<file path="src/rtl/cbrt_pkg.sv">
// ----------------------------------------------------------------------------
// cbrt_pkg
// Types, widths and constants of the Newton cube root block.
// ----------------------------------------------------------------------------
package cbrt_pkg;

  localparam int VALUE_W = 32;   // input, signed Q16.16
  localparam int ROOT_W  = 23;   // result, signed Q7.16
  localparam int MAG_W   = 22;   // saturated result magnitude
  localparam int TOL_W   = 16;
  localparam int ITER_W  = 7;
  localparam int X_W     = 40;   // estimate and divider remainder
  localparam int DVD_W   = 48;   // dividend / quotient shift register
  localparam int SUM_W   = 42;   // q + 2x
  localparam int CNT_W   = 6;

  localparam int PADDR_W = 3;
  localparam int PDATA_W = 32;

  localparam int DIV1_STEPS  = 48;  // m * 2^16 / x
  localparam int DIV2_STEPS  = 40;  // t * 2^16 / x, top 24 quotient bits known zero
  localparam int DIV3_STEPS  = 7;   // (q + 2x) / 3, six digits per cycle
  localparam int DIV3_DIGITS = 6;

  localparam logic [VALUE_W-1:0] ONE_Q16   = 32'h0001_0000;
  localparam logic [X_W-1:0]     QUOT_CAP  = 40'hFF_FFFF_FFFF;
  localparam logic [X_W-1:0]     ROOT_MAX  = 40'h00_0020_0000;

  localparam logic [TOL_W-1:0]  TOL_RESET  = 16'd1;
  localparam logic [ITER_W-1:0] ITER_RESET = 7'd100;

  typedef enum logic {
    REG_TOLERANCE = 1'b0,
    REG_MAX_ITER  = 1'b1
  } reg_idx_e;

  typedef enum logic [3:0] {
    ST_IDLE,
    ST_INIT,
    ST_DIV1,
    ST_LOAD2,
    ST_DIV2,
    ST_LOAD3,
    ST_DIV3,
    ST_UPDATE,
    ST_FINISH,
    ST_DONE
  } state_e;

  typedef struct packed {
    logic load_in;
    logic load_div1;
    logic div_step;
    logic load_div2;
    logic load_div3;
    logic div3_step;
    logic update;
    logic finish;
  } cmd_t;

  typedef struct packed {
    logic mag_zero;
    logic step_conv;
  } status_t;

endpackage

</file>
<file path="src/rtl/cbrt_regs.sv">
// ----------------------------------------------------------------------------
// cbrt_regs
// APB register file: tolerance and iteration limit.
// ----------------------------------------------------------------------------
module cbrt_regs (
  input  logic                              clk_i,
  input  logic                              rst_ni,
  input  logic                              psel_i,
  input  logic                              penable_i,
  input  logic                              pwrite_i,
  input  logic [cbrt_pkg::PADDR_W-1:0]      paddr_i,
  input  logic [cbrt_pkg::PDATA_W-1:0]      pwdata_i,
  output logic [cbrt_pkg::PDATA_W-1:0]      prdata_o,
  output logic                              pready_o,
  output logic [cbrt_pkg::TOL_W-1:0]        tolerance_o,
  output logic [cbrt_pkg::ITER_W-1:0]       max_iter_o
);

  logic                        wr_en;
  cbrt_pkg::reg_idx_e          idx;
  logic [cbrt_pkg::TOL_W-1:0]  tol_q;
  logic [cbrt_pkg::ITER_W-1:0] max_iter_q;

  // registers sit on 4-byte words; bit 2 selects
  assign idx      = cbrt_pkg::reg_idx_e'(paddr_i[2]);
  assign wr_en    = psel_i & penable_i & pwrite_i;
  assign pready_o = 1'b1;

  always_ff @(posedge clk_i or negedge rst_ni) begin
    if (!rst_ni) begin
      tol_q      <= cbrt_pkg::TOL_RESET;
      max_iter_q <= cbrt_pkg::ITER_RESET;
    end else if (wr_en) begin
      case (idx)
        cbrt_pkg::REG_TOLERANCE: tol_q      <= pwdata_i[cbrt_pkg::TOL_W-1:0];
        cbrt_pkg::REG_MAX_ITER:  max_iter_q <= pwdata_i[cbrt_pkg::ITER_W-1:0];
        default: ;
      endcase
    end
  end

  always_comb begin
    case (idx)
      cbrt_pkg::REG_TOLERANCE:
        prdata_o = {{(cbrt_pkg::PDATA_W-cbrt_pkg::TOL_W){1'b0}}, tol_q};
      cbrt_pkg::REG_MAX_ITER:
        prdata_o = {{(cbrt_pkg::PDATA_W-cbrt_pkg::ITER_W){1'b0}}, max_iter_q};
      default:
        prdata_o = '0;
    endcase
  end

  assign tolerance_o = tol_q;
  assign max_iter_o  = max_iter_q;

endmodule

</file>
<file path="src/rtl/cbrt_dp.sv">
// ----------------------------------------------------------------------------
// cbrt_dp
// Datapath: magnitude, estimate, bit-serial divider, divide-by-3, result.
// ----------------------------------------------------------------------------
module cbrt_dp (
  input  logic                               clk_i,
  input  cbrt_pkg::cmd_t                     cmd_i,
  input  logic signed [cbrt_pkg::VALUE_W-1:0] value_i,
  input  logic [cbrt_pkg::TOL_W-1:0]         tolerance_i,
  output cbrt_pkg::status_t                  status_o,
  output logic signed [cbrt_pkg::ROOT_W-1:0] root_o
);

  localparam int XW = cbrt_pkg::X_W;
  localparam int DW = cbrt_pkg::DVD_W;

  logic                               neg_q, neg_d;
  logic [cbrt_pkg::VALUE_W-1:0]       m_q, m_d;
  logic [XW-1:0]                      x_q, x_d;
  logic [XW-1:0]                      rem_q, rem_d;
  logic [DW-1:0]                      dvd_q, dvd_d;
  logic                               sat_q, sat_d;
  logic [1:0]                         r3_q, r3_d;
  logic signed [cbrt_pkg::ROOT_W-1:0] root_q, root_d;

  logic [cbrt_pkg::VALUE_W-1:0] mag_in;
  logic [XW-1:0]                x_init;
  logic [XW:0]                  r_sh, r_sub;
  logic                         q_bit;
  logic [XW-1:0]                rem_step;
  logic [23:0]                  t_hi;
  logic [XW-1:0]                q_sat;
  logic [cbrt_pkg::SUM_W-1:0]   sum;
  logic [cbrt_pkg::DIV3_DIGITS-1:0] q3;
  logic [1:0]                   r3_step;
  logic [2:0]                   v3;
  logic [XW-1:0]                nx, diff;
  logic [cbrt_pkg::MAG_W-1:0]   mag_sat;
  logic [cbrt_pkg::ROOT_W-1:0]  mag_ext;

  // magnitude of the input; the most negative value maps to 2^31
  assign mag_in = value_i[cbrt_pkg::VALUE_W-1] ? (~value_i + 32'd1) : value_i;
  assign x_init = (mag_in > cbrt_pkg::ONE_Q16) ? {8'd0, mag_in}
                                              : {8'd0, cbrt_pkg::ONE_Q16};

  // restoring divider, one quotient bit per cycle
  assign r_sh     = {rem_q, dvd_q[DW-1]};
  assign r_sub    = r_sh - {1'b0, x_q};
  assign q_bit    = (r_sh >= {1'b0, x_q});
  assign rem_step = q_bit ? r_sub[XW-1:0] : r_sh[XW-1:0];

  // second pass starts from t >> 24; quotient saturates if that is >= x
  assign t_hi  = dvd_q[DW-1:24];
  assign q_sat = sat_q ? cbrt_pkg::QUOT_CAP : dvd_q[XW-1:0];
  assign sum   = {2'b00, q_sat} + {1'b0, x_q, 1'b0};

  // divide by 3, six digits per cycle, 2-bit remainder
  always_comb begin
    r3_step = r3_q;
    v3      = '0;
    q3      = '0;
    for (int k = 0; k < cbrt_pkg::DIV3_DIGITS; k++) begin
      v3 = {r3_step, dvd_q[DW-1-k]};
      q3[cbrt_pkg::DIV3_DIGITS-1-k] = (v3 >= 3'd3);
      r3_step = (v3 >= 3'd3) ? 2'(v3 - 3'd3) : v3[1:0];
    end
  end

  // new estimate and convergence test
  assign nx   = dvd_q[XW-1:0];
  assign diff = (nx > x_q) ? (nx - x_q) : (x_q - nx);

  assign status_o.mag_zero  = (m_q == '0);
  assign status_o.step_conv = (diff < {{(XW-cbrt_pkg::TOL_W){1'b0}}, tolerance_i});

  // result magnitude saturates at 32.0
  assign mag_sat = (x_q > cbrt_pkg::ROOT_MAX) ? cbrt_pkg::ROOT_MAX[cbrt_pkg::MAG_W-1:0]
                                             : x_q[cbrt_pkg::MAG_W-1:0];
  assign mag_ext = {1'b0, mag_sat};

  always_comb begin
    neg_d  = neg_q;
    m_d    = m_q;
    x_d    = x_q;
    rem_d  = rem_q;
    dvd_d  = dvd_q;
    sat_d  = sat_q;
    r3_d   = r3_q;
    root_d = root_q;
    if (cmd_i.load_in) begin
      neg_d = value_i[cbrt_pkg::VALUE_W-1];
      m_d   = mag_in;
      x_d   = x_init;
    end
    if (cmd_i.update) begin
      x_d = nx;
    end
    if (cmd_i.load_div1) begin
      rem_d = '0;
      dvd_d = {m_q, 16'd0};
    end
    if (cmd_i.div_step) begin
      rem_d = rem_step;
      dvd_d = {dvd_q[DW-2:0], q_bit};
    end
    if (cmd_i.load_div2) begin
      sat_d = ({16'd0, t_hi} >= x_q);
      rem_d = {16'd0, t_hi};
      dvd_d = {dvd_q[23:0], 24'd0};
    end
    if (cmd_i.load_div3) begin
      r3_d  = '0;
      dvd_d = {sum, {cbrt_pkg::DIV3_DIGITS{1'b0}}};
    end
    if (cmd_i.div3_step) begin
      r3_d  = r3_step;
      dvd_d = {dvd_q[DW-1-cbrt_pkg::DIV3_DIGITS:0], q3};
    end
    if (cmd_i.finish) begin
      if (m_q == '0) begin
        root_d = '0;
      end else if (neg_q) begin
        root_d = $signed(~mag_ext + 23'd1);
      end else begin
        root_d = $signed(mag_ext);
      end
    end
  end

  always_ff @(posedge clk_i) begin
    neg_q  <= neg_d;
    m_q    <= m_d;
    x_q    <= x_d;
    rem_q  <= rem_d;
    dvd_q  <= dvd_d;
    sat_q  <= sat_d;
    r3_q   <= r3_d;
    root_q <= root_d;
  end

  assign root_o = root_q;

endmodule

</file>
<file path="src/rtl/cbrt_ctrl.sv">
// ----------------------------------------------------------------------------
// cbrt_ctrl
// Sequencer: walks each Newton step through the divider passes.
// ----------------------------------------------------------------------------
module cbrt_ctrl (
  input  logic                        clk_i,
  input  logic                        rst_ni,
  input  logic                        start_i,
  input  logic [cbrt_pkg::ITER_W-1:0] max_iter_i,
  input  cbrt_pkg::status_t           status_i,
  output cbrt_pkg::cmd_t              cmd_o,
  output logic                        busy_o,
  output logic                        result_valid_o,
  output logic                        converged_o
);

  localparam int CW = cbrt_pkg::CNT_W;

  cbrt_pkg::state_e            state_q, state_d;
  logic [CW-1:0]               cnt_q, cnt_d;
  logic [cbrt_pkg::ITER_W-1:0] iter_q, iter_d;
  logic                        conv_q, conv_d;
  logic [cbrt_pkg::ITER_W:0]   iter_inc;

  assign iter_inc = {1'b0, iter_q} + 1'b1;

  // next state
  always_comb begin
    state_d = state_q;
    case (state_q)
      cbrt_pkg::ST_IDLE:   if (start_i) state_d = cbrt_pkg::ST_INIT;
      cbrt_pkg::ST_INIT: begin
        if (status_i.mag_zero || (max_iter_i == '0)) state_d = cbrt_pkg::ST_FINISH;
        else                                         state_d = cbrt_pkg::ST_DIV1;
      end
      cbrt_pkg::ST_DIV1:
        if (cnt_q == CW'(cbrt_pkg::DIV1_STEPS - 1)) state_d = cbrt_pkg::ST_LOAD2;
      cbrt_pkg::ST_LOAD2:  state_d = cbrt_pkg::ST_DIV2;
      cbrt_pkg::ST_DIV2:
        if (cnt_q == CW'(cbrt_pkg::DIV2_STEPS - 1)) state_d = cbrt_pkg::ST_LOAD3;
      cbrt_pkg::ST_LOAD3:  state_d = cbrt_pkg::ST_DIV3;
      cbrt_pkg::ST_DIV3:
        if (cnt_q == CW'(cbrt_pkg::DIV3_STEPS - 1)) state_d = cbrt_pkg::ST_UPDATE;
      cbrt_pkg::ST_UPDATE: begin
        if (status_i.step_conv || (iter_inc == {1'b0, max_iter_i}))
          state_d = cbrt_pkg::ST_FINISH;
        else
          state_d = cbrt_pkg::ST_DIV1;
      end
      cbrt_pkg::ST_FINISH: state_d = cbrt_pkg::ST_DONE;
      cbrt_pkg::ST_DONE:   state_d = cbrt_pkg::ST_IDLE;
      default:             state_d = cbrt_pkg::ST_IDLE;
    endcase
  end

  // bit counter, iteration count, convergence flag
  always_comb begin
    cnt_d  = '0;
    iter_d = iter_q;
    conv_d = conv_q;
    case (state_q)
      cbrt_pkg::ST_DIV1, cbrt_pkg::ST_DIV2, cbrt_pkg::ST_DIV3:
        cnt_d = (state_d == state_q) ? cnt_q + 1'b1 : '0;
      cbrt_pkg::ST_INIT: begin
        iter_d = '0;
        conv_d = status_i.mag_zero;
      end
      cbrt_pkg::ST_UPDATE: begin
        iter_d = iter_inc[cbrt_pkg::ITER_W-1:0];
        conv_d = status_i.step_conv;
      end
      default: ;
    endcase
  end

  // outputs
  always_comb begin
    cmd_o          = '0;
    busy_o         = 1'b1;
    result_valid_o = 1'b0;
    case (state_q)
      cbrt_pkg::ST_IDLE: begin
        busy_o        = 1'b0;
        cmd_o.load_in = start_i;
      end
      cbrt_pkg::ST_INIT:   cmd_o.load_div1 = 1'b1;
      cbrt_pkg::ST_DIV1:   cmd_o.div_step  = 1'b1;
      cbrt_pkg::ST_LOAD2:  cmd_o.load_div2 = 1'b1;
      cbrt_pkg::ST_DIV2:   cmd_o.div_step  = 1'b1;
      cbrt_pkg::ST_LOAD3:  cmd_o.load_div3 = 1'b1;
      cbrt_pkg::ST_DIV3:   cmd_o.div3_step = 1'b1;
      cbrt_pkg::ST_UPDATE: begin
        cmd_o.update    = 1'b1;
        cmd_o.load_div1 = 1'b1;
      end
      cbrt_pkg::ST_FINISH: cmd_o.finish = 1'b1;
      cbrt_pkg::ST_DONE:   result_valid_o = 1'b1;
      default:             busy_o = 1'b1;
    endcase
  end

  assign converged_o = conv_q;

  always_ff @(posedge clk_i or negedge rst_ni) begin
    if (!rst_ni) begin
      state_q <= cbrt_pkg::ST_IDLE;
      cnt_q   <= '0;
      iter_q  <= '0;
      conv_q  <= 1'b0;
    end else begin
      state_q <= state_d;
      cnt_q   <= cnt_d;
      iter_q  <= iter_d;
      conv_q  <= conv_d;
    end
  end

endmodule

</file>
<file path="src/rtl/cube_root_newton_top.sv">
// ----------------------------------------------------------------------------
// cube_root_newton_top - Newton-Raphson cube root of a signed Q16.16 value.
// A zero input skips the Newton steps on its way to the result strobe; other
//   inputs run N Newton steps first (N <= max_iterations, up to 127).
// One item at a time; start is taken again the cycle after the strobe.
// Each step is bound by the 1-bit-per-cycle divider: 48 + 40 bit passes.
// Reset (rst_ni low, async): idle, tolerance = 1, max_iterations = 100.
// ----------------------------------------------------------------------------
//
// Data flow per item:
//   accept: magnitude m and sign latched, estimate x = max(m, 1.0).
//   step:   t = m*2^16 / x           (48 quotient bits, shared divider)
//           q = t*2^16 / x           (40 quotient bits; the divider starts
//                                     from t >> 24, and q saturates to
//                                     2^40-1 when t >> 24 is not below x)
//           x' = (q + 2x) / 3        (digit-serial, 6 digits per cycle)
//           stop when |x' - x| < tolerance or the step count hits the limit.
//   finish: magnitude clamped at 32.0, sign restored, one-cycle strobe.
// The receiver takes each result in the strobe cycle; no back-pressure.
// Configuration writes are expected only while busy is low.
module cube_root_newton_top (
  input  logic                                clk_i,
  input  logic                                rst_ni,
  // item channel
  input  logic                                start,
  output logic                                busy,
  input  logic signed [cbrt_pkg::VALUE_W-1:0] value_i,
  // result channel
  output logic                                result_valid_o,
  output logic signed [cbrt_pkg::ROOT_W-1:0]  root_o,
  output logic                                converged_o,
  // APB configuration port
  input  logic                                psel,
  input  logic                                penable,
  input  logic                                pwrite,
  input  logic [cbrt_pkg::PADDR_W-1:0]        paddr,
  input  logic [cbrt_pkg::PDATA_W-1:0]        pwdata,
  output logic [cbrt_pkg::PDATA_W-1:0]        prdata,
  output logic                                pready
);

  logic [cbrt_pkg::TOL_W-1:0]  tolerance;
  logic [cbrt_pkg::ITER_W-1:0] max_iter;
  cbrt_pkg::cmd_t              cmd;
  cbrt_pkg::status_t           status;

  // tolerance at word 0, iteration limit at word 1
  cbrt_regs u_regs (
    .clk_i       (clk_i),
    .rst_ni      (rst_ni),
    .psel_i      (psel),
    .penable_i   (penable),
    .pwrite_i    (pwrite),
    .paddr_i     (paddr),
    .pwdata_i    (pwdata),
    .prdata_o    (prdata),
    .pready_o    (pready),
    .tolerance_o (tolerance),
    .max_iter_o  (max_iter)
  );

  // sequencer: owns the bit counter, step count and convergence flag
  cbrt_ctrl u_ctrl (
    .clk_i          (clk_i),
    .rst_ni         (rst_ni),
    .start_i        (start),
    .max_iter_i     (max_iter),
    .status_i       (status),
    .cmd_o          (cmd),
    .busy_o         (busy),
    .result_valid_o (result_valid_o),
    .converged_o    (converged_o)
  );

  // arithmetic: estimate, shared divider, divide-by-3, result register
  cbrt_dp u_dp (
    .clk_i       (clk_i),
    .cmd_i       (cmd),
    .value_i     (value_i),
    .tolerance_i (tolerance),
    .status_o    (status),
    .root_o      (root_o)
  );

endmodule

</file>
<file path="config.mk">
export PLATFORM = sky130hd
export DESIGN_NAME = cube_root_newton_top
export DESIGN_NICKNAME = d
export VERILOG_FILES = /design/src/rtl/cbrt_pkg.sv /design/src/rtl/cbrt_regs.sv /design/src/rtl/cbrt_dp.sv /design/src/rtl/cbrt_ctrl.sv /design/src/rtl/cube_root_newton_top.sv
export SDC_FILE = /design/constraint.sdc
export NUM_CORES = 1
export LEC_CHECK = 0
export ABC_AREA = 1
export CORE_MARGIN = 2
export CORE_UTILIZATION = 36
export DETAILED_ROUTE_END_ITERATION = 10
export DONT_BUFFER_PORTS = 1
export SLEW_MARGIN = 20
export SYNTH_ARGS = -nofsm -noshare
export SYNTH_HDL_FRONTEND = slang
export SYNTH_HIERARCHICAL = 1
export SYNTH_SLANG_ARGS = --single-unit
</file>
<file path="constraint.sdc">
create_clock -name clk_i -period 9.45 [get_ports clk_i]
set_clock_uncertainty 0.05 [all_clocks]
set_input_delay 1.89 -clock clk_i [delete_from_list [all_inputs] [get_ports clk_i]]
set_output_delay 1.89 -clock clk_i [all_outputs]
set_load 0.01 [all_outputs]
</file>
==> reports/results.tsv, run 1 <==
stage	metric	value	unit
setup_path	cp_max_fo	42	
floorplan	ios	132	
drt	via_per_inst	5.600	
power_and_ir_drop	p_per_area	450.4	nW/um^2
worst_hold_path	hold_path_class	flip-flop to flip-flop	
synth	synth_edf_count	171	
synth	synth_common_cells	nand2_1 (818), inv_1 (458), nor2_1 (384), a21oi_1 (315), o21ai_0 (283)	
outcome	outcome	completed	
drt	ant_nets	0	
clock_network	clock_latency	0.61	ns
sta	finalMaxSlewViolations	0	
drt	drc_errors	0	
final_layout	drive_above_1_share	0.04274	
synth	ys_seq_area_frac	0.2733	
placement	gp_congestion	1.034	
synth	synth_top_area_frac	0.2164	
synth	async_flop_share	0.1798	
final_layout	fin_nets	3771	
synth	yosysMostFrequentCell	nand2_1	
clock_network	cts_setup_buffers	0	
floorplan	num_rows	94	
setup_path	timing.critical_path.mode_cell	nand2_1	
setup_path	startpoint_type	flip-flop	
drt	vias	24498	
sta	setup_viol	0	
drt	avgRoutedWirePerCell	22.09	microns
synth	synth_top_area_cell	edfxtp_1	
grt	antenna_found_initial	1	
synth	synth_area_leaders	edfxtp_1 (22%), nand2_1 (13%), ha_1 (11%), inv_1 (7.2%), a21oi_1 (6.6%)	
final_layout	register_area	6486	sq um
setup_path	required	9.89	ns
clock_network	clockBufferDepth	3	
synth	synth_cell_type_count	69	
clock_network	h-tree-depth	1	
setup_path	worstPathArrival	7.13	ns
grt	grt_pass1_vias	22548	
grt	grt_max_degree	63	
drt	drt_iter0_markers	2746	
sta	relSlewSlack	0.3433	
placement	numPortBuffers	0	
power_and_ir_drop	peakVddDrop	0.0002024	V
clock_network	clock_sinks	228	
placement	place_inst	4318	
setup_path	critPathSlowestCell	edfxtp_1	
grt	grt.overflow.total	0	
final_layout	syn_to_final_growth	8.008	%
clock_network	ctsHoldBuffers	0	
synth	syn_inst	3519	
synth	ys_warn_count	6	
floorplan	fp.dieArea	67990	sq um
floorplan	core	65510	sq um
grt	grt_pass1_wl	142.2	mm
floorplan	fp.dieH	260.8	microns
drt	firstDrtPassIters	5	
setup_path	worst_setup_path_end_kind	flip-flop	
clock_network	cts_buffers	30	
clock_network	cts_tree	yes	
grt	grt_usage	0.2791	
power_and_ir_drop	power.total	0.01155	W
sta	fmax	0.1493	GHz
synth	ys_ff_latch	228	
final_layout	multi_input_area	15000	sq um
sta	finalSetupTns	0	ns
power_and_ir_drop	p_leak	11.56	nW
sta	hold_viol_final	0	
synth	syn_avg_cell_area	6.744	sq um
floorplan	start_util	0.3623	
run	maxCapViolCount	0	
sta	min_period	6.696	ns
setup_path	crit_path_max_incr_delay	0.60	ns
final_layout	fill_cells	7056	
setup_path	crit_type	flip-flop to flip-flop	
sta	tightestPinTransition	0.9839	ns
sta	finalCritPeriodShare	0.7086	
clock_network	clk_pin_slew_worst_paths	0.06	ns
clock_network	cts_root_buf	clkbuf_16	
floorplan	die_w	260.8	microns
final_layout	instances_no_fill	4375	
synth	netlist_area	23730	sq um
synth	synth_ff_type	edfxtp_1	
clock_network	ctsResizeCount	0	
sta	rsz0062_at_grt	false	
drt	drt_wl_total	96.65	mm
placement	hpwlAfterDp	79.32	mm
-- area by class of cell --
type                            instances  share of cell area
Tap cell                              864             0.04217
Multi-Input combinational cell       2731              0.5853
Clock inverter                         17             0.01064
Clock buffer                           39             0.03300
Timing Repair Buffer                   21            0.006150
Antenna cell                            1          0.00009762
Sequential cell                       228              0.2530
Inverter                              474             0.06961
-- critical path, delay by kind of cell (launching register included) --
family | cells | cell delay [ns]
buf+inv | 4 | 0.79
simple gates | 12 | 1.77
xor+xnor | 1 | 0.19
fa+ha+maj | 2 | 0.83
compound gates | 9 | 2.30
flops | 1 | 0.60
-- logic make-up (layout without fill, tap and decap cells) --
kind of cell	after synthesis	after routing	share of synthesized area
AO/OA/AOI/OAI	876	876	0.2077
buffers and inverters	575	551	0.09795
other	2	18	0.0003164
flip-flops	228	228	0.2733
adder cells (fa/ha/maj)	212	212	0.1130
AND/OR/NAND/NOR	1520	1520	0.2686
XOR/XNOR	106	106	0.03912
-- where the power goes --
group	leakage (nW)	internal [W]	total, W	switching, W
combinational	8.70	0.00246	0.00809	0.00563
sequential	2.31	0.00166	0.00215	0.000495
clock	0.545	0.000819	0.00130	0.000482
-- sequential cells by signal, summed over array words and instances (netlist names) --
register	cells
u_dp/dvd_q	48
u_dp/rem_q	40
u_dp/x_q	40
u_dp/m_q	32
u_dp/root_o	23
u_regs/tolerance_o	16
u_ctrl/iter_q	7
u_regs/max_iter_o	7
u_ctrl/cnt_q	6
u_ctrl/state_q	4
u_dp/r3_q	2
u_ctrl/converged_o	1
u_dp/neg_q	1
u_dp/sat_q	1
-- path summary, 6_finish.rpt --
check | slack (ns) | endpoint | cells past startpoint | start
worst max-delay path | 2.75 | u_ctrl/state_q[1] | 28 | u_dp/x_q[19]
worst min-delay path | 0.42 | u_dp/rem_q[26] | 2 | u_dp/rem_q[26]
worst max register to register | 2.75 | u_ctrl/state_q[1] | 28 | u_dp/x_q[19]
worst min register to register | 0.42 | u_dp/rem_q[26] | 2 | u_dp/rem_q[26]
max in group asynchronous | 8.23 | u_regs/max_iter_o[6] | 0 | rst_ni
min in group asynchronous | 0.92 | u_ctrl/iter_q[6] | 0 | rst_ni
-- through the flow --
step / area, sq um / utilization / worst slack (ns) / hold WS [ns]
3_5_place_dp: 24510 / 0.3741 / 3.002 / 0.4161
2_1_floorplan: 23790 / - / 5.087 / 0.3935
6_report: 25630 / 0.3913 / 2.754 / 0.4248
3_3_place_gp: 24510 / 0.3741 / 2.950 / 0.4124
5_1_grt: 25630 / 0.3912 / 2.428 / 0.4406
4_1_cts: 25630 / 0.3912 / 2.968 / 0.4246
-- cell usage in the layout (no fill, tap or decap), drive strengths merged, types with 4 or more instances in the layout --
| cell | instances |
|---|---|
| o211ai | 35 |
| a22oi | 12 |
| a21oi | 315 |
| o221ai | 4 |
| nor3 | 39 |
| nor2 | 403 |
| nand3b | 10 |
| conb | 17 |
| o21ai | 309 |
| dfrtp | 37 |
| nand4 | 38 |
| edfxtp | 171 |
| o21bai | 16 |
| a21boi | 8 |
| a31oi | 85 |
| a211oi | 7 |
| fa | 4 |
| clkbuf | 39 |
| o21a | 19 |
| and3 | 7 |
| inv | 477 |
| nor4 | 22 |
| o22ai | 28 |
| xor2 | 62 |
| nand3 | 161 |
| or2 | 9 |
| nand2 | 827 |
| ha | 208 |
| a21o | 19 |
| xnor2 | 44 |
| buf | 21 |
| bufinv | 7 |
| clkinv | 6 |
| dfxtp | 16 |
| dfstp | 4 |
-- routing by layer --
layer  global-route usage  share of wire  vias to the layer above
li1                     -              -                    11807
met1               0.3926           0.45                    11465
met2               0.4186           0.42                     1041
met3              0.05012          0.090                      185
met4               0.1152          0.046                        0
met5                    0              0                        -
Power figures use the tool's default switching activity.
==> run 2: changes to the inputs <==
==> constraint.sdc (replaced) <==
create_clock -name clk_i -period 6.7 [get_ports clk_i]
set_clock_uncertainty 0.05 [all_clocks]
set_input_delay 1.34 -clock clk_i [delete_from_list [all_inputs] [get_ports clk_i]]
set_output_delay 1.34 -clock clk_i [all_outputs]
set_load 0.01 [all_outputs]
==> reports/results.tsv, run 2 (same netlist as run 1, synthesis figures left out) <==
stage	metric	value	unit	change
floorplan	ios	132		unchanged
drt	drt_iter0_markers	2579		-6.1%
floorplan	die_w	260.8	microns	unchanged
placement	hpwlAfterDp	79.77	mm	+0.57%
sta	fmax	0.1737	GHz	+16%
drt	vias	24545		+0.19%
grt	grt_pass1_vias	22909		+1.6%
final_layout	syn_to_final_growth	8.261	%	
clock_network	clock_latency	0.60	ns	about the same
setup_path	required	7.12	ns	-2.77 ns
final_layout	fin_nets	3798		+0.72%
clock_network	cts_setup_buffers	0		unchanged
floorplan	core	65510	sq um	unchanged
sta	rsz0062_at_grt	false		
drt	avgRoutedWirePerCell	21.88	microns	-0.93%
run	maxCapViolCount	0		unchanged
grt	grt_max_degree	62		-1.6%
sta	finalCritPeriodShare	0.8591		+0.1506
final_layout	top_register	u_dp/dvd_q		
sta	min_period	5.756	ns	-0.9397 ns
sta	tightestPinTransition	1.123	ns	+0.1394 ns
setup_path	r2r-end	u_ctrl/state_q[1]		
final_layout	drive_above_1_share	0.04922		+0.006487
setup_path	critPathSlowestCell	edfxtp_1		
setup_path	crit_end	u_ctrl/state_q[1]		
setup_path	reg2reg_depth	31		+11%
final_layout	largest_reg_flops	48		unchanged
setup_path	startpoint_type	flip-flop		
final_layout	most-common-layout-cells	nand2_1 (816), inv_1 (458), nor2_1 (379)		
clock_network	cts_buffers	29		-3.3%
floorplan	fp.dieArea	67990	sq um	unchanged
grt	grt_pass1_wl	142.0	mm	-0.11%
clock_network	clockBufferDepth	3		unchanged
clock_network	cts_root_buf	clkbuf_16		
sta	finalSetupTns	0	ns	unchanged
grt	grt_usage	0.2777		-0.001405
sta	setup_viol	0		unchanged
setup_path	reg2reg_slack	0.94	ns	-1.81 ns
floorplan	start_util	0.3623		unchanged
clock_network	h-tree-depth	1		unchanged
sta	hold_viol_final	0		unchanged
drt	drt_wl_total	96.34	mm	-0.32%
drt	via_per_inst	5.576		-0.42%
clock_network	clock_sinks	228		unchanged
placement	numPortBuffers	0		unchanged
setup_path	crit_type	flip-flop to flip-flop		
setup_path	timing.critical_path.mode_cell	inv_1		
setup_path	worstPathArrival	6.18	ns	-0.95 ns
setup_path	crit_path_max_incr_delay	0.50	ns	-0.10 ns
sta	relSlewSlack	0.2511		-0.09217
sta	finalMaxSlewViolations	0		unchanged
setup_path	cp_max_fo	21		-50%
setup_path	rr_startpoint	u_dp/dvd_q[0]		
final_layout	post-route-util	0.3922		+0.0009170
outcome	outcome	completed		
setup_path	crit_start	u_dp/dvd_q[0]		
drt	firstDrtPassIters	6		+1
clock_network	ctsHoldBuffers	0		unchanged
grt	antenna_found_initial	3		+2
setup_path	worst_setup_path_end_kind	flip-flop		
worst_hold_path	hold_path_class	input port to asynchronous set/reset pin		
clock_network	ctsResizeCount	0		unchanged
final_layout	final_common_cell	nand2_1		
power_and_ir_drop	p_leak	11.61	nW	+0.50%
clock_network	cts_tree	yes		
floorplan	num_rows	94		unchanged
floorplan	fp.dieH	260.8	microns	unchanged
grt	grt.overflow.total	0		unchanged
final_layout	fill_cells	7009		-0.67%
clock_network	clk_pin_slew_worst_paths	0.06	ns	about the same
drt	ant_nets	0		unchanged
power_and_ir_drop	peakVddDrop	0.0002522	V	+25%
final_layout	reg_top3	u_dp/dvd_q: 48 flops, u_dp/rem_q: 40 flops, u_dp/x_q: 40 flops		
power_and_ir_drop	p_per_area	628.0	nW/um^2	+39%
placement	gp_congestion	1.049		+1.4%
drt	drc_errors	0		unchanged
## run 2: area by class of cell
cell class / instances / area (sq um) / share of cell area
Clock inverter: 15 / 166.4 / 0.006477
Antenna cell: 3 / 7.507 / 0.0002922
Multi-Input combinational cell: 2731 / 15000 / 0.5838
Clock buffer: 38 / 799.5 / 0.03112
Inverter: 474 / 1784 / 0.06944
Sequential cell: 228 / 6486 / 0.2524
Tap cell: 864 / 1081 / 0.04207
Timing Repair Buffer: 49 / 367.9 / 0.01432
## run 2: layer usage
layer  track usage  routed length (microns)
met5             0                        0
met1        0.3910                    42210
met2        0.4184                    40210
met3       0.04691                     9519
met4        0.1140                     4399
## run 2: where the power goes
part / switching (W) / internal [W] / leakage [nW]
Combinational: 0.00800 / 0.00354 / 8.84
Clock: 0.000663 / 0.000951 / 0.468
Sequential: 0.000646 / 0.00234 / 2.31
Total: 0.00931 / 0.00683 / 11.6
## run 2: worst min path at each step
stage / start / to / slack, ns / cells past startpoint
floorplan: u_dp/rem_q[37] / u_dp/rem_q[37] / 0.39 / 2
global placement: u_dp/rem_q[35] / u_dp/rem_q[35] / 0.41 / 2
detailed placement: u_dp/rem_q[29] / u_dp/rem_q[29] / 0.41 / 2
CTS: rst_ni / u_ctrl/iter_q[5] / 0.37 / 0
global route: rst_ni / u_ctrl/cnt_q[4] / 0.37 / 0
finish: rst_ni / u_ctrl/iter_q[2] / 0.39 / 0
## run 2: through the flow
step	area, sq um	setup WS [ns]	power (W)	instances	hold slack, ns
after floorplan	23790	2.540	0.01053	3534	0.3935
after global placement	24720	0.9178	0.01417	4346	0.4128
after detailed placement	24720	0.9719	0.01418	4346	0.4146
after CTS	25680	0.9464	0.01584	4399	0.3663
after global routing	25690	0.5221	0.01737	4399	0.3736
final	25690	0.9438	0.01614	4402	0.3897
## run 2: worst max-delay path, delay by kind of cell (launching register included)
kind	cells	cell delay, ns
AOI/OAI and AO/OA	7	1.54
xor gates and xnor gates	1	0.18
adders and majority gates	3	1.04
buffers and inverters	8	1.02
DFF	1	0.50
and+or+nand+nor	12	1.31
